## config.mk

```make
export PLATFORM = sky130hd
export DESIGN_NAME = sha512_ctrl
export DESIGN_NICKNAME = d
export VERILOG_FILES = /design/src/rtl/sha512_pkg.sv /design/src/rtl/sha512_ctrl.sv
export SDC_FILE = /design/constraint.sdc
export NUM_CORES = 1
export LEC_CHECK = 0
export ABC_AREA = 0
export BUFFER_PORTS_ARGS = -buffer_cell sky130_fd_sc_hd__clkbuf_2
export CELL_PAD_IN_SITES_DETAIL_PLACEMENT = 1
export CELL_PAD_IN_SITES_GLOBAL_PLACEMENT = 1
export CORE_MARGIN = 8
export CORE_UTILIZATION = 37
export CTS_BUF_LIST = sky130_fd_sc_hd__clkbuf_2 sky130_fd_sc_hd__clkbuf_4 sky130_fd_sc_hd__clkbuf_8
export DETAILED_ROUTE_END_ITERATION = 10
export GPL_ROUTABILITY_DRIVEN = 0
export GPL_TIMING_DRIVEN = 0
export PLACE_DENSITY = 0.92
export SLEW_MARGIN = 20
export SYNTH_ARGS = -nofsm -noshare
export SYNTH_HDL_FRONTEND = slang
export SYNTH_SLANG_ARGS = --single-unit
```

## constraint.sdc

```tcl
create_clock -name clk -period 2.65 [get_ports clk]
set_clock_uncertainty 0.2 [all_clocks]
set_input_delay 0.3975 -clock clk [delete_from_list [all_inputs] [get_ports clk]]
set_output_delay 0.3975 -clock clk [all_outputs]
set_load 0.1 [all_outputs]
```

## src/rtl/sha512_pkg.sv

```systemverilog
`default_nettype none
// ----------------------------------------------------------------------------
// sha512_pkg
// Shared types, constants and tables of the SHA-512 / SHA-384 hasher.
// ----------------------------------------------------------------------------
package sha512_pkg;

  localparam int WordW   = 64;
  localparam int NumWins = 16;   // message schedule words in a block
  localparam int Rounds  = 80;
  localparam int RndW    = 7;
  localparam int FillW   = 7;    // byte count within a 128-byte block

  localparam logic [7:0]       PadByte    = 8'h80;
  localparam logic [FillW-1:0] LenStart   = 7'd120;
  localparam logic [FillW-1:0] SpillStart = 7'd112;
  localparam logic [FillW-1:0] LastSlot   = 7'd127;
  localparam logic [RndW-1:0]  LastRound  = 7'(Rounds - 1);

  localparam logic VarSha512 = 1'b0;
  localparam logic VarSha384 = 1'b1;

  localparam logic [2:0] LastIdx512 = 3'd7;
  localparam logic [2:0] LastIdx384 = 3'd5;

  typedef struct packed {
    logic [7:0] msg_byte;
    logic       has_byte;
    logic       end_of_message;
  } in_item_t;

  typedef struct packed {
    logic [63:0] digest_word;
    logic [2:0]  word_index;
    logic        last_word;
  } out_item_t;

  // controller -> datapath
  typedef struct packed {
    logic push_in;    // shift the input byte into the block
    logic push_pad;   // shift the next padding byte into the block
    logic comp_init;  // load working variables from the chaining state
    logic round;      // one compression round
    logic comp_add;   // fold working variables into the chaining state
    logic finish;     // digest delivered: reload IV, clear counters
  } dp_cmd_t;

  // datapath -> controller
  typedef struct packed {
    logic block_full;  // the next byte completes the block
    logic final_slot;  // padding has reached the length bytes of the last block
    logic variant;
  } dp_stat_t;

  function automatic logic [63:0] iv_word(input logic variant, input logic [2:0] idx);
    logic [63:0] w;
    if (variant == VarSha384) begin
      case (idx)
        3'd0: w = 64'hcbbb9d5dc1059ed8;
        3'd1: w = 64'h629a292a367cd507;
        3'd2: w = 64'h9159015a3070dd17;
        3'd3: w = 64'h152fecd8f70e5939;
        3'd4: w = 64'h67332667ffc00b31;
        3'd5: w = 64'h8eb44a8768581511;
        3'd6: w = 64'hdb0c2e0d64f98fa7;
        default: w = 64'h47b5481dbefa4fa4;
      endcase
    end else begin
      case (idx)
        3'd0: w = 64'h6a09e667f3bcc908;
        3'd1: w = 64'hbb67ae8584caa73b;
        3'd2: w = 64'h3c6ef372fe94f82b;
        3'd3: w = 64'ha54ff53a5f1d36f1;
        3'd4: w = 64'h510e527fade682d1;
        3'd5: w = 64'h9b05688c2b3e6c1f;
        3'd6: w = 64'h1f83d9abfb41bd6b;
        default: w = 64'h5be0cd19137e2179;
      endcase
    end
    return w;
  endfunction

  function automatic logic [63:0] round_k(input logic [RndW-1:0] t);
    logic [63:0] k;
    case (t)
      7'd0:  k = 64'h428a2f98d728ae22;  7'd1:  k = 64'h7137449123ef65cd;
      7'd2:  k = 64'hb5c0fbcfec4d3b2f;  7'd3:  k = 64'he9b5dba58189dbbc;
      7'd4:  k = 64'h3956c25bf348b538;  7'd5:  k = 64'h59f111f1b605d019;
      7'd6:  k = 64'h923f82a4af194f9b;  7'd7:  k = 64'hab1c5ed5da6d8118;
      7'd8:  k = 64'hd807aa98a3030242;  7'd9:  k = 64'h12835b0145706fbe;
      7'd10: k = 64'h243185be4ee4b28c;  7'd11: k = 64'h550c7dc3d5ffb4e2;
      7'd12: k = 64'h72be5d74f27b896f;  7'd13: k = 64'h80deb1fe3b1696b1;
      7'd14: k = 64'h9bdc06a725c71235;  7'd15: k = 64'hc19bf174cf692694;
      7'd16: k = 64'he49b69c19ef14ad2;  7'd17: k = 64'hefbe4786384f25e3;
      7'd18: k = 64'h0fc19dc68b8cd5b5;  7'd19: k = 64'h240ca1cc77ac9c65;
      7'd20: k = 64'h2de92c6f592b0275;  7'd21: k = 64'h4a7484aa6ea6e483;
      7'd22: k = 64'h5cb0a9dcbd41fbd4;  7'd23: k = 64'h76f988da831153b5;
      7'd24: k = 64'h983e5152ee66dfab;  7'd25: k = 64'ha831c66d2db43210;
      7'd26: k = 64'hb00327c898fb213f;  7'd27: k = 64'hbf597fc7beef0ee4;
      7'd28: k = 64'hc6e00bf33da88fc2;  7'd29: k = 64'hd5a79147930aa725;
      7'd30: k = 64'h06ca6351e003826f;  7'd31: k = 64'h142929670a0e6e70;
      7'd32: k = 64'h27b70a8546d22ffc;  7'd33: k = 64'h2e1b21385c26c926;
      7'd34: k = 64'h4d2c6dfc5ac42aed;  7'd35: k = 64'h53380d139d95b3df;
      7'd36: k = 64'h650a73548baf63de;  7'd37: k = 64'h766a0abb3c77b2a8;
      7'd38: k = 64'h81c2c92e47edaee6;  7'd39: k = 64'h92722c851482353b;
      7'd40: k = 64'ha2bfe8a14cf10364;  7'd41: k = 64'ha81a664bbc423001;
      7'd42: k = 64'hc24b8b70d0f89791;  7'd43: k = 64'hc76c51a30654be30;
      7'd44: k = 64'hd192e819d6ef5218;  7'd45: k = 64'hd69906245565a910;
      7'd46: k = 64'hf40e35855771202a;  7'd47: k = 64'h106aa07032bbd1b8;
      7'd48: k = 64'h19a4c116b8d2d0c8;  7'd49: k = 64'h1e376c085141ab53;
      7'd50: k = 64'h2748774cdf8eeb99;  7'd51: k = 64'h34b0bcb5e19b48a8;
      7'd52: k = 64'h391c0cb3c5c95a63;  7'd53: k = 64'h4ed8aa4ae3418acb;
      7'd54: k = 64'h5b9cca4f7763e373;  7'd55: k = 64'h682e6ff3d6b2b8a3;
      7'd56: k = 64'h748f82ee5defb2fc;  7'd57: k = 64'h78a5636f43172f60;
      7'd58: k = 64'h84c87814a1f0ab72;  7'd59: k = 64'h8cc702081a6439ec;
      7'd60: k = 64'h90befffa23631e28;  7'd61: k = 64'ha4506cebde82bde9;
      7'd62: k = 64'hbef9a3f7b2c67915;  7'd63: k = 64'hc67178f2e372532b;
      7'd64: k = 64'hca273eceea26619c;  7'd65: k = 64'hd186b8c721c0c207;
      7'd66: k = 64'heada7dd6cde0eb1e;  7'd67: k = 64'hf57d4f7fee6ed178;
      7'd68: k = 64'h06f067aa72176fba;  7'd69: k = 64'h0a637dc5a2c898a6;
      7'd70: k = 64'h113f9804bef90dae;  7'd71: k = 64'h1b710b35131c471b;
      7'd72: k = 64'h28db77f523047d84;  7'd73: k = 64'h32caab7b40c72493;
      7'd74: k = 64'h3c9ebe0a15c9bebc;  7'd75: k = 64'h431d67c49c100d4c;
      7'd76: k = 64'h4cc5d4becb3e42b6;  7'd77: k = 64'h597f299cfc657e2a;
      7'd78: k = 64'h5fcb6fab3ad6faec;  7'd79: k = 64'h6c44198c4a475817;
      default: k = 64'h0;
    endcase
    return k;
  endfunction

endpackage
`default_nettype wire

```

## src/rtl/sha512_ctrl.sv

```systemverilog
`default_nettype none
// ----------------------------------------------------------------------------
// sha512_ctrl
// Controller: sequences byte intake, padding, the 80 rounds and the
// digest word output.
// ----------------------------------------------------------------------------
module sha512_ctrl
  import sha512_pkg::*;
(
  input  wire logic      clk,
  input  wire logic      rst,
  input  wire logic      msg_valid,
  output logic           msg_ready,
  input  wire in_item_t  msg,
  output logic           dig_valid,
  input  wire logic      dig_ready,
  input  wire dp_stat_t  stat,
  output dp_cmd_t        cmd,
  output logic [RndW-1:0] rnd,
  output logic [2:0]     idx,
  output logic           last
);

  localparam logic [2:0] S_IDLE  = 3'd0;
  localparam logic [2:0] S_PAD   = 3'd1;
  localparam logic [2:0] S_INIT  = 3'd2;
  localparam logic [2:0] S_ROUND = 3'd3;
  localparam logic [2:0] S_ADD   = 3'd4;
  localparam logic [2:0] S_OUT   = 3'd5;

  logic [2:0] state, state_next;
  logic       finishing;   // end mark seen, padding still owed
  logic       go_out;      // block in flight carries the length
  logic       take;

  assign msg_ready = (state == S_IDLE);
  assign take      = msg_valid && msg_ready;
  assign dig_valid = (state == S_OUT);
  assign last      = (idx == ((stat.variant == VarSha384) ? LastIdx384 : LastIdx512));

  always_comb begin
    cmd          = '0;
    state_next   = state;
    cmd.push_in  = take && msg.has_byte;
    cmd.push_pad = (state == S_PAD);
    cmd.comp_init = (state == S_INIT);
    cmd.round    = (state == S_ROUND);
    cmd.comp_add = (state == S_ADD);
    cmd.finish   = dig_valid && dig_ready && last;
    case (state)
      S_IDLE: begin
        if (take) begin
          if (msg.has_byte && stat.block_full) state_next = S_INIT;
          else if (msg.end_of_message)         state_next = S_PAD;
        end
      end
      S_PAD:   if (stat.block_full) state_next = S_INIT;
      S_INIT:  state_next = S_ROUND;
      S_ROUND: if (rnd == LastRound) state_next = S_ADD;
      S_ADD: begin
        if (go_out)         state_next = S_OUT;
        else if (finishing) state_next = S_PAD;
        else                state_next = S_IDLE;
      end
      S_OUT:   if (cmd.finish) state_next = S_IDLE;
      default: state_next = S_IDLE;
    endcase
  end

  always_ff @(posedge clk) begin
    if (rst) begin
      state     <= S_IDLE;
      finishing <= 1'b0;
      go_out    <= 1'b0;
      rnd       <= '0;
      idx       <= '0;
    end else begin
      state <= state_next;
      if (take && msg.end_of_message) finishing <= 1'b1;
      if (state == S_PAD && stat.block_full && stat.final_slot) go_out <= 1'b1;
      if (state == S_ROUND) rnd <= (rnd == LastRound) ? '0 : rnd + 7'd1;
      if (dig_valid && dig_ready) idx <= last ? 3'd0 : idx + 3'd1;
      if (cmd.finish) begin
        finishing <= 1'b0;
        go_out    <= 1'b0;
      end
    end
  end

`ifndef SYNTHESIS
  a_no_overlap: assert property (@(posedge clk) disable iff (rst)
    !(msg_ready && dig_valid))
    else $error("input taken while digest pending");

  a_full_starts_comp: assert property (@(posedge clk) disable iff (rst)
    (cmd.push_in || cmd.push_pad) && stat.block_full |=> state == S_INIT)
    else $error("full block not compressed");

  a_round_range: assert property (@(posedge clk) disable iff (rst)
    state != S_ROUND |-> rnd == '0)
    else $error("round counter not parked");

  a_out_after_add: assert property (@(posedge clk) disable iff (rst)
    $rose(dig_valid) |-> $past(state) == S_ADD && idx == 3'd0)
    else $error("digest out of sequence");
`endif

endmodule
`default_nettype wire

```

==> results of run 1 <==
==> cell usage in the layout (no fill, tap or decap), types with 3 or more instances in the layout <==
master and instances:
sky130_fd_sc_hd__nand2b_1 3, sky130_fd_sc_hd__and3_1 5, sky130_fd_sc_hd__dfxtp_1 12, sky130_fd_sc_hd__nor2_1 14, sky130_fd_sc_hd__dfxtp_2 3, sky130_fd_sc_hd__xor2_1 3
sky130_fd_sc_hd__o21ai_0 3, sky130_fd_sc_hd__nand2_1 9, sky130_fd_sc_hd__nor3_2 3, sky130_fd_sc_hd__clkbuf_4 4, sky130_fd_sc_hd__clkbuf_2 27, sky130_fd_sc_hd__nor3_1 5
sky130_fd_sc_hd__a21oi_1 6
==> routing by layer <==
layer  vias to the layer above  track usage  wire, um
li1                        409            -         -
met1                       384       0.1228       986
met2                        26       0.2028      1118
met3                         2      0.04240       160
met4                         0      0.04178        14
met5                         -            0         0
==> cell type report <==
type,instances,share of cell area
Buffer,2,0.01441
Sequential cell,15,0.2917
Clock buffer,4,0.02881
Multi-Input combinational cell,78,0.4886
Timing Repair Buffer,27,0.1297
Tap cell,28,0.03361
Inverter,3,0.01321
==> worst min path at each step <==
stage | startpoint | to | slack, ps
floorplan | finishing | finishing | 240
detailed placement | finishing | finishing | 280
CTS | stat[1] | go_out | 150
global placement | finishing | finishing | 270
global route | stat[1] | go_out | 180
finish | stat[1] | go_out | 160
==> stage by stage <==
step | instances | hold slack [ps] | util | worst slack (ps) | instance area, um^2
2_1_floorplan | 98 | 238.4 | - | -591.1 | 842.1
3_3_place_gp | 153 | 271.9 | 0.4666 | 620.6 | 1012
3_5_place_dp | 153 | 276.9 | 0.4666 | 610.2 | 1012
4_1_cts | 157 | 151.5 | 0.4804 | 323.8 | 1042
5_1_grt | 157 | 181.5 | 0.4804 | 262.1 | 1042
6_report | 157 | 158.6 | 0.4804 | 343.5 | 1042
==> state kept, by name (all words and copies together) (netlist names) <==
signal     cells
rnd            7
idx            3
state          3
finishing      1
go_out         1
==> logic make-up (layout without fill, tap and decap cells) <==
logic type | after synthesis | after routing | share of synthesized area
AND/OR/NAND/NOR | 51 | 51 | 0.3564
AO/OA/AOI/OAI | 20 | 20 | 0.1639
flip-flops | 15 | 15 | 0.3609
buffers and inverters | 5 | 36 | 0.03459
XOR/XNOR | 4 | 4 | 0.04211
adder cells (fa/ha/maj) | 2 | 2 | 0.03007
multiplexers | 1 | 1 | 0.01203
==> power groups by stage <==
stage	logic [uW]	registers (uW)	clock network (uW)
2_1_floorplan	161	253	0
3_3_place_gp	198	249	0
3_5_place_dp	203	249	0
4_1_cts	203	244	148
5_1_grt	213	245	156
6_report	201	244	144
==> worst reg2reg max path: cells and delay by family (launching register included) <==
kind            cells  cell delay, ps
fa+ha+maj           1             200
simple gates        3             640
compound gates      2             380
flops               1             410
==> metrics.md, run 1 <==
| Metric | Value |
|---|---|
| Unrepaired setup endpoints after global routing | no |
| Detailed Routing Iterations Pass 1 | 3 |
| 1st-iter DRT viols | 15 |
| Ys Warns | 0 |
| Total clock sinks | 15 |
| Leakage component of the power | 0.0004884 uW |
| Congestion Overflow GR | 0 |
| Buf/Inv on CP | 1 |
| Pin count of the biggest net entering global routing | 11 |
| Switching power | 236.3 uW |
| Number of violations of the max-capacitance limit | 0 |
| Number of nets in the layout | 149 |
| Via count of the first global-routing pass | 906 |
| Detailed-route via count | 821 |
| R2r endpoint | rnd[3] |
| Initial antenna violation count | 0 |
| Flip-flop and latch count after synthesis | 15 |
| Number of cells on the critical path | 4 |
| Register-to-register setup slack | 700 ps |
| Clock network fraction of total power | 0.244 |
| Number of enable flip-flop cells after synthesis | 0 |
| Final-report setup violation count | 0 |
| Delay contributed by the slowest stage of the critical path | 540 ps |
| Worst Hold Depth | 3 |
| Combinational group share of total power | 0.341 |
| Number of placement rows | 17 |
| Critical-path top delay cell | sky130_fd_sc_hd__dfxtp_1 |
| Share of the synthesized area in the top cell type | 0.3609 |
| Count of H-tree levels built during CTS | 1 |
| Run status | complete, no violations |
| Family with the most delay on the worst path | flip-flops |
| Cell Area, Synth | 832.0 um^2 |
| Die area | 4022 um^2 |
| Avg Synthesized Cell Area | 8.490 um^2 |
| Peak ir drop on the vdd network | 274.9 uV |
| Fin. Hold Viols | 0 |
| Sequential cell area | 304.0 um^2 |
| DPL Wire Length | 1868 um |
| Antenna Diode Count | 0 |
| Number of buffers added on ports | 27 |
| Total global-route track usage | 0.1155 |
| Synth-to-layout area growth | 25.26% |
| Cts-stage hold buffer count | 0 |
| Power per cell area | 564.2 nW/um^2 |
| Maximum count of clock buffers along a single path | 2 |
| Max Clock Freq | 433.6 MHz |
| Setup repair bufs after CTS | 0 |
| Power share of the sequential group | 0.415 |
| Setup TNS after final layout | 0 ps |
| Fraction of the yosys area taken by sequential cells | 0.3609 |
| Crit end category | primary output |
| Ratio of final minimum period to clock period | 0.8704 |
| Width of the die | 63.42 um |
| Cell with the most instances after synthesis | sky130_fd_sc_hd__dfxtp_1 |
| Detailed-route wire length per cell | 14.52 um |
| Dominant register cell in the synthesized netlist | sky130_fd_sc_hd__dfxtp_1 |
| Average via count per standard cell | 5.229 |
| Number of nets with antenna violations after detailed routing | 0 |
| Class of the tightest hold or removal check | in2reg |
| Cell accounting for the most synthesized area | sky130_fd_sc_hd__dfxtp_1 |
| Worst reg2reg startpoint | rnd[0] |
| Termination of the worst setup path | cmd[0] |
| Fillcell total | 295 |
| I/O pins | 36 |
| Cts bufs inserted | 3 |
| Worst r2r path cells | 6 |
| Clock insertion delay at the later pin of the skew report | 280 ps |
| Startpoint types | register |
| Net count of the mapped netlist | 117 |
| Max Fanout on Critical Path | 8 |
| Fraction of final layout cells sized beyond drive strength 1 | 0.3798 |
| Switching fraction of total power | 0.4018 |
| Cell variety after synth | 36 |
| Internal Dissipation | 351.8 uW |
| Commonest cells in the netlist | sky130_fd_sc_hd__dfxtp_1 (15), sky130_fd_sc_hd__nor2_1 (14), sky130_fd_sc_hd__nand2_1 (9) |
| Core region area | 2170 um^2 |
| Asr flop ratio synth | 0 |
| Time the final worst path needs with I/O delays and setup | 2306 ps |
| Critical path arrival | 1710 ps |
| Final total power | 588.1 uW |
| Worst-case headroom to the max-slew limit | 0.6357 |
| Starting Density | 0.3835 |
| Launching element of the worst setup path | state[2] |
| Worst path cell trace | nand2b_4, nor2_4, and2_4, clkbuf_2 |
| # resized after CTS | 0 |
| Die outline height | 63.42 um |
| Wire length of the first global-routing pass | 3905 um |
| DR DRC count | 0 |
| Worst Tran Pin Value | 548.8 ps |
| CP Class | reg2out |
| Clock tree from TritonCTS | yes |
| Root cell of the clock tree | sky130_fd_sc_hd__clkbuf_4 |
| DRT Wirelength | 2280 um |
| Multi-input combinational cell area | 509.2 um^2 |
| Clock input transition at the sequential cells of the worst setup and hold paths | 90 ps |
| Number of instances in the synthesized netlist | 98 |
| Area contributors post-synth | sky130_fd_sc_hd__dfxtp_1 (36%), sky130_fd_sc_hd__nor2_1 (6.3%), sky130_fd_sc_hd__and3_1 (4.5%), sky130_fd_sc_hd__nand2_1 (4.1%), sky130_fd_sc_hd__a21oi_1 (3.6%) |
| Required time worst endpoint | 2050 ps |
| Slew Viols, Final | 0 |
Note: power is estimated with default switching activity, not from simulation.
==> inputs of run 2 (changes only) <==
Settings changed: CORE_UTILIZATION 37 to 31, PLACE_DENSITY 0.92 to 0.83.
Clock period 2.65 ns to 2.05 ns, I/O delays scaled along.
==> metrics.md, run 2 (synthesis results as in run 1) <==
| Metric | Value |
|---|---|
| CP Class | reg2out (unchanged) |
| Total global-route track usage | 0.1093 (was 0.1155) |
| Register-to-register setup slack | 140 ps (was 700 ps) |
| Time the final worst path needs with I/O delays and setup | 1967 ps |
| Antenna Diode Count | 0 (unchanged) |
| Register with the most flip-flops | rnd (unchanged) |
| Detailed Routing Iterations Pass 1 | 2 (was 3) |
| Slew Viols, Final | 0 (unchanged) |
| Placement Cell Area | 1069 um^2 (was 1012 um^2) |
| Max Clock Freq | 508.5 MHz |
| Class of the tightest hold or removal check | in2reg (unchanged) |
| 1st-iter DRT viols | 30 (was 15) |
| Final std cells w/o fill | 159 (was 157) |
| Cts bufs inserted | 3 (unchanged) |
| Detailed-route via count | 817 (was 821) |
| Count of H-tree levels built during CTS | 1 (unchanged) |
| Average via count per standard cell | 5.138 (was 5.229) |
| Worst path cell trace | nand2b_4, nor2_2, buf_2 (was nand2b_4, nor2_4, and2_4, clkbuf_2) |
| Worst Tran Pin Value | 548.7 ps (was 548.8 ps) |
| Clock tree from TritonCTS | yes (unchanged) |
| Startpoint types | register (unchanged) |
| Width of the die | 67.81 um (was 63.42 um) |
| Maximum count of clock buffers along a single path | 2 (unchanged) |
| Critical path arrival | 1460 ps (was 1710 ps) |
| Termination of the worst setup path | cmd[1] (was cmd[0]) |
| R2r endpoint | rnd[3] (unchanged) |
| Congestion Overflow GR | 0 (unchanged) |
| Met2 usage in global routing | 0.2024 (was 0.2028) |
| Leakage component of the power | 0.0004884 uW (about the same) |
| Leading cell type in the layout, fill and taps excluded | sky130_fd_sc_hd__clkbuf_2 (unchanged) |
| Initial antenna violation count | 0 (unchanged) |
| Die outline height | 67.81 um (was 63.42 um) |
| Number of nets with antenna violations after detailed routing | 0 (unchanged) |
| Max Fanout on Critical Path | 8 (unchanged) |
| DPL Wire Length | 1821 um (was 1868 um) |
| Required time worst endpoint | 1540 ps (was 2050 ps) |
| Total clock sinks | 15 (unchanged) |
| DRT Wirelength | 2381 um (was 2280 um) |
| Power per cell area | 684.7 nW/um^2 (was 564.2 nW/um^2) |
| Core region area | 2522 um^2 (was 2170 um^2) |
| Fraction of final layout cells sized beyond drive strength 1 | 0.4806 (was 0.3798) |
| Worst-case headroom to the max-slew limit | 0.6322 (was 0.6357) |
| DR DRC count | 0 (unchanged) |
| Number of placement rows | 18 (was 17) |
| Placed Instances | 155 (was 153) |
| Peak ir drop on the vdd network | 471.1 uV (was 274.9 uV) |
| Ratio of final minimum period to clock period | 0.9593 |
| Final-report setup violation count | 0 (unchanged) |
| Number of violations of the max-capacitance limit | 0 (unchanged) |
| Clock input transition at the sequential cells of the worst setup and hold paths | 110 ps (was 90 ps) |
| Unrepaired setup endpoints after global routing | no (unchanged) |
| I/O pins | 36 (unchanged) |
| Critical-path top delay cell | sky130_fd_sc_hd__buf_2 (was sky130_fd_sc_hd__dfxtp_1) |
| Pin count of the biggest net entering global routing | 11 (unchanged) |
| Wire length of the first global-routing pass | 4015 um (was 3905 um) |
| Most Crowded Layer GR | met2 (unchanged) |
| Detailed-route wire length per cell | 14.97 um (was 14.52 um) |
| GR Layer Usage met1 | 0.1232 (was 0.1228) |
| Die area | 4598 um^2 (was 4022 um^2) |
| Max FFs per register | 7 (unchanged) |
| Crit end category | primary output (unchanged) |
| Clock insertion delay at the later pin of the skew report | 280 ps (about the same) |
| Delay contributed by the slowest stage of the critical path | 450 ps (was 540 ps) |
| Via count of the first global-routing pass | 893 (was 906) |
| Root cell of the clock tree | sky130_fd_sc_hd__clkbuf_4 (unchanged) |
| Post-route design area | 1120 um^2 (was 1042 um^2) |
| Run status | complete, no violations (unchanged) |
| Fin. Hold Viols | 0 (unchanged) |
| Worst r2r path cells | 6 (unchanged) |
| Starting Density | 0.3299 (was 0.3835) |
| Synth-to-layout area growth | 34.59% (was 25.26%) |
| Worst reg2reg startpoint | rnd[0] (unchanged) |
| Number of nets in the layout | 149 (unchanged) |
| Largest regs | rnd x7, idx x3, state x3 (unchanged) |
| Launching element of the worst setup path | state[1] (was state[2]) |
| Global routing usage on met3 | 0.03146 (was 0.04240) |
| Cts-stage hold buffer count | 0 (unchanged) |
| Number of buffers added on ports | 27 (unchanged) |
| Most frequent cells in the layout | sky130_fd_sc_hd__clkbuf_2 (20), sky130_fd_sc_hd__nor2_1 (12), sky130_fd_sc_hd__nand2_1 (9) (was sky130_fd_sc_hd__clkbuf_2 (27), sky130_fd_sc_hd__nor2_1 (14), sky130_fd_sc_hd__dfxtp_1 (12), sky130_fd_sc_hd__nand2_1 (9), sky130_fd_sc_hd__a21oi_1 (6)) |
## run 2: cell types whose count changed in the layout (fill, tap and decap cells not counted), sizes merged
cell	change
clkbuf	-4
buf	+3
clkinv	+1
clkinvlp	+1
inv	-1
## run 2: how the worst min path moves through the flow
stage | from | endpoint | slack, ps | cells past startpoint
floorplan | finishing | finishing | 250 | 2
global placement | rnd[1] | rnd[1] | 260 | 2
detailed placement | rnd[1] | rnd[1] | 270 | 2
CTS | stat[1] | go_out | 80 | 3
global route | stat[1] | go_out | 110 | 3
finish | stat[1] | go_out | 80 | 3
## run 2: final cells by class
cell class | instances | area (um^2)
Timing Repair Buffer | 27 | 153.9
Clock inverter | 1 | 5.005
Tap cell | 30 | 37.54
Clock buffer | 3 | 22.52
Buffer | 2 | 15.01
Fill cell | 329 | 1403
Multi-Input combinational cell | 78 | 545.5
Inverter | 3 | 17.52
Sequential cell | 15 | 322.8
## run 2: routing by layer
metal / routed length [um] / share of wire
met1: 1043 / 0.44
met2: 1180 / 0.50
met4: 0 / 0
met5: 0 / 0
met3: 158 / 0.066
## run 2: critical path: cells and delay by family (launching register included)
kind                   cells  cell delay [ps]
buffers and inverters      1              450
flip-flops                 1              400
AND/OR/NAND/NOR            2              330
## run 2: power by group
| group | leakage, uW | switching, uW | total [uW] | internal, uW |
|---|---|---|---|---|
| registers | 0.000128 | 15.2 | 313 | 298 |
| logic | 0.000343 | 204 | 281 | 76.7 |
| clock network | 0.0000177 | 99.9 | 172 | 72.3 |
## run 2: through the flow
step	hold WS, ps	util	power, uW	TNS, ps	worst slack, ps
after floorplan	253.2	-	549.6	-1281	-285.2
after global placement	262.2	0.4236	591.7	0	53.29
after detailed placement	270.2	0.4236	596.7	0	17.86
after CTS	75.07	0.4430	775.5	0	13.73
after global routing	106.1	0.4439	806.2	0	3.985
final	77.06	0.4439	766.7	0	83.38
## run 2: timing repair
item                       CTS  global route
cloned                       0             0
resized for setup            8             4
setup buffers                0             0
setup endpoints to repair    7             5
pin swaps                    0             0
==> inputs of run 3 (changes only) <==
Settings changed: REMOVE_ABC_BUFFERS set to 1.
==> metrics.md, run 3 (synthesis results as in run 1) <==
| Metric | Value |
|---|---|
| Run status | complete, no violations (unchanged) |
| Time the final worst path needs with I/O delays and setup | 1953 ps (was 1967 ps) |
| Number of placement rows | 18 (unchanged) |
| Clock insertion delay at the later pin of the skew report | 290 ps (was 280 ps) |
| Final-report setup violation count | 0 (unchanged) |
| Wire length of the first global-routing pass | 3898 um (was 4015 um) |
| Number of buffers added on ports | 27 (unchanged) |
| 1st-iter DRT viols | 47 (was 30) |
| Detailed Routing Iterations Pass 1 | 3 (was 2) |
| Setup repair bufs after CTS | 0 (unchanged) |
| Critical path arrival | 1450 ps (was 1460 ps) |
| Clock input transition at the sequential cells of the worst setup and hold paths | 100 ps (was 110 ps) |
| Count of H-tree levels built during CTS | 1 (unchanged) |
| Detailed-route wire length per cell | 14.50 um (was 14.97 um) |
| Total clock sinks | 15 (unchanged) |
| Pin count of the biggest net entering global routing | 12 (was 11) |
| Fin. Hold Viols | 0 (unchanged) |
| Average via count per standard cell | 5.204 (was 5.138) |
| Starting Density | 0.3299 (unchanged) |
| Unrepaired setup endpoints after global routing | no (unchanged) |
| Leakage component of the power | 0.0004928 uW (was 0.0004884 uW) |
| Number of nets in the layout | 147 (was 149) |
| Crit end category | primary output (unchanged) |
| Initial antenna violation count | 0 (unchanged) |
| Congestion Overflow GR | 0 (unchanged) |
| Placed Instances | 153 (was 155) |
| Largest regs | rnd x7, idx x3, state x3 (unchanged) |
| Hold Crit Endpoint | go_out (unchanged) |
| Power per cell area | 716.8 nW/um^2 (was 684.7 nW/um^2) |
| Layout Utilization | 0.4296 (was 0.4439) |
| Number of nets with antenna violations after detailed routing | 0 (unchanged) |
| Leading cell type in the layout, fill and taps excluded | sky130_fd_sc_hd__clkbuf_2 (unchanged) |
| Worst path cell trace | xor2_1, and3_1, and2_4, clkbuf_8 (was nand2b_4, nor2_2, buf_2) |
| Slew Viols, Final | 0 (unchanged) |
| Most frequent cells in the layout | sky130_fd_sc_hd__clkbuf_2 (18), sky130_fd_sc_hd__nor2_1 (14), sky130_fd_sc_hd__dfxtp_1 (11), sky130_fd_sc_hd__nand2_1 (9), sky130_fd_sc_hd__clkbuf_4 (8) (was sky130_fd_sc_hd__clkbuf_2 (20), sky130_fd_sc_hd__nor2_1 (12), sky130_fd_sc_hd__nand2_1 (9)) |
| Number of violations of the max-capacitance limit | 0 (unchanged) |
| Core region area | 2522 um^2 (unchanged) |
| Hold path start | stat[1] (unchanged) |
| DR DRC count | 0 (unchanged) |
| Total global-route track usage | 0.1105 (was 0.1093) |
| Max FFs per register | 7 (unchanged) |
| Maximum count of clock buffers along a single path | 2 (unchanged) |
| Detailed-route via count | 817 (unchanged) |
| Sequential cell area | 307.8 um^2 (was 322.8 um^2) |
| Register-to-register setup slack | 210 ps (was 140 ps) |
| Required time worst endpoint | 1540 ps (about the same) |
| Width of the die | 67.81 um (unchanged) |
| Fillcell total | 317 (was 329) |
| Peak ir drop on the vdd network | 640.1 uV (was 471.1 uV) |
| DRT Wirelength | 2276 um (was 2381 um) |
| I/O pins | 36 (unchanged) |
| Max Clock Freq | 512.0 MHz (was 508.5 MHz) |
| R2r endpoint | rnd[5] (was rnd[3]) |
| Root cell of the clock tree | sky130_fd_sc_hd__clkbuf_4 (unchanged) |
| Startpoint types | register (unchanged) |
| Class of the tightest hold or removal check | in2reg (unchanged) |
| Antenna Diode Count | 0 (unchanged) |
| DPL Wire Length | 1755 um (was 1821 um) |
| CP Class | reg2out (unchanged) |
| Clock tree from TritonCTS | yes (unchanged) |
| Final std cells w/o fill | 157 (was 159) |
| Worst Hold Depth | 3 (unchanged) |
| Ratio of final minimum period to clock period | 0.9527 (was 0.9593) |
| Fraction of final layout cells sized beyond drive strength 1 | 0.3780 (was 0.4806) |
| Worst r2r path cells | 6 (unchanged) |
| Via count of the first global-routing pass | 879 (was 893) |
| Cts bufs inserted | 3 (unchanged) |
| Die area | 4598 um^2 (unchanged) |
| Die outline height | 67.81 um (unchanged) |
| Critical-path top delay cell | sky130_fd_sc_hd__dfxtp_2 (was sky130_fd_sc_hd__buf_2) |
| Synth-to-layout area growth | 30.23% (was 34.59%) |
| Worst reg2reg startpoint | rnd[0] (unchanged) |
| Max Fanout on Critical Path | 4 (was 8) |
| Register with the most flip-flops | rnd (unchanged) |
| Delay contributed by the slowest stage of the critical path | 370 ps (was 450 ps) |
| Worst Tran Pin Value | 543.6 ps (was 548.7 ps) |
| Multi-input combinational cell area | 514.2 um^2 (was 545.5 um^2) |
| Worst-case headroom to the max-slew limit | 0.6392 (was 0.6322) |
[run 3: power breakdown]
group          total (uW)  switching (uW)  internal, uW
registers             331            26.1           305
logic                 253             184          69.5
clock network         192             103          88.9
[run 3: routing by layer]
metal	up-vias	track usage	part of all wire
li1	407	-	-
met1	381	0.1218	0.44
met2	25	0.1834	0.47
met3	4	0.04801	0.086
met4	0	0.04348	0.011
met5	-	0	0
[run 3: cell type report]
type / count / area share
sequential: 15 / 0.2841
tap: 30 / 0.03464
inverter: 3 / 0.01270
multi-input combinational: 78 / 0.4746
clock buffer: 4 / 0.02771
timing repair buffer: 27 / 0.1663
[run 3: critical path, delay by kind of cell, from the launching register on]
kind / cells / cell delay, ps
buf+inv: 1 / 230
flops: 1 / 370
xor+xnor: 1 / 130
simple gates: 2 / 420
[run 3: per-stage QoR]
stage	TNS (ps)	total power [uW]	area (um^2)	hold slack [ps]	setup slack (ps)
4_1_cts	0	776.0	1060	65.75	0.6227
5_1_grt	0	812.4	1084	89.22	26.06
3_5_place_dp	0	570.3	989.7	293.9	44.00
6_report	0	776.7	1084	56.75	97.02
2_1_floorplan	-15220	521.0	817.0	173.7	-2066
3_3_place_gp	0	564.7	989.7	276.2	65.03
[run 3: what timing repair did]
action                                  4_1_cts  5_1_grt
hold buffers                                  0        0
endpoints found under the hold margin         0        0
endpoints found under the setup margin        9        9
gates resized for setup                      12       11
[run 3: worst max path at each step]
stage / startpoint / to / cells past startpoint
3_3_place_gp: state[0] / cmd[0] / 4
2_1_floorplan: state[0] / cmd[5] / 2
6_report: idx[1] / cmd[0] / 4
4_1_cts: state[0] / msg_ready / 2
3_5_place_dp: state[0] / cmd[0] / 4
5_1_grt: idx[1] / cmd[0] / 4
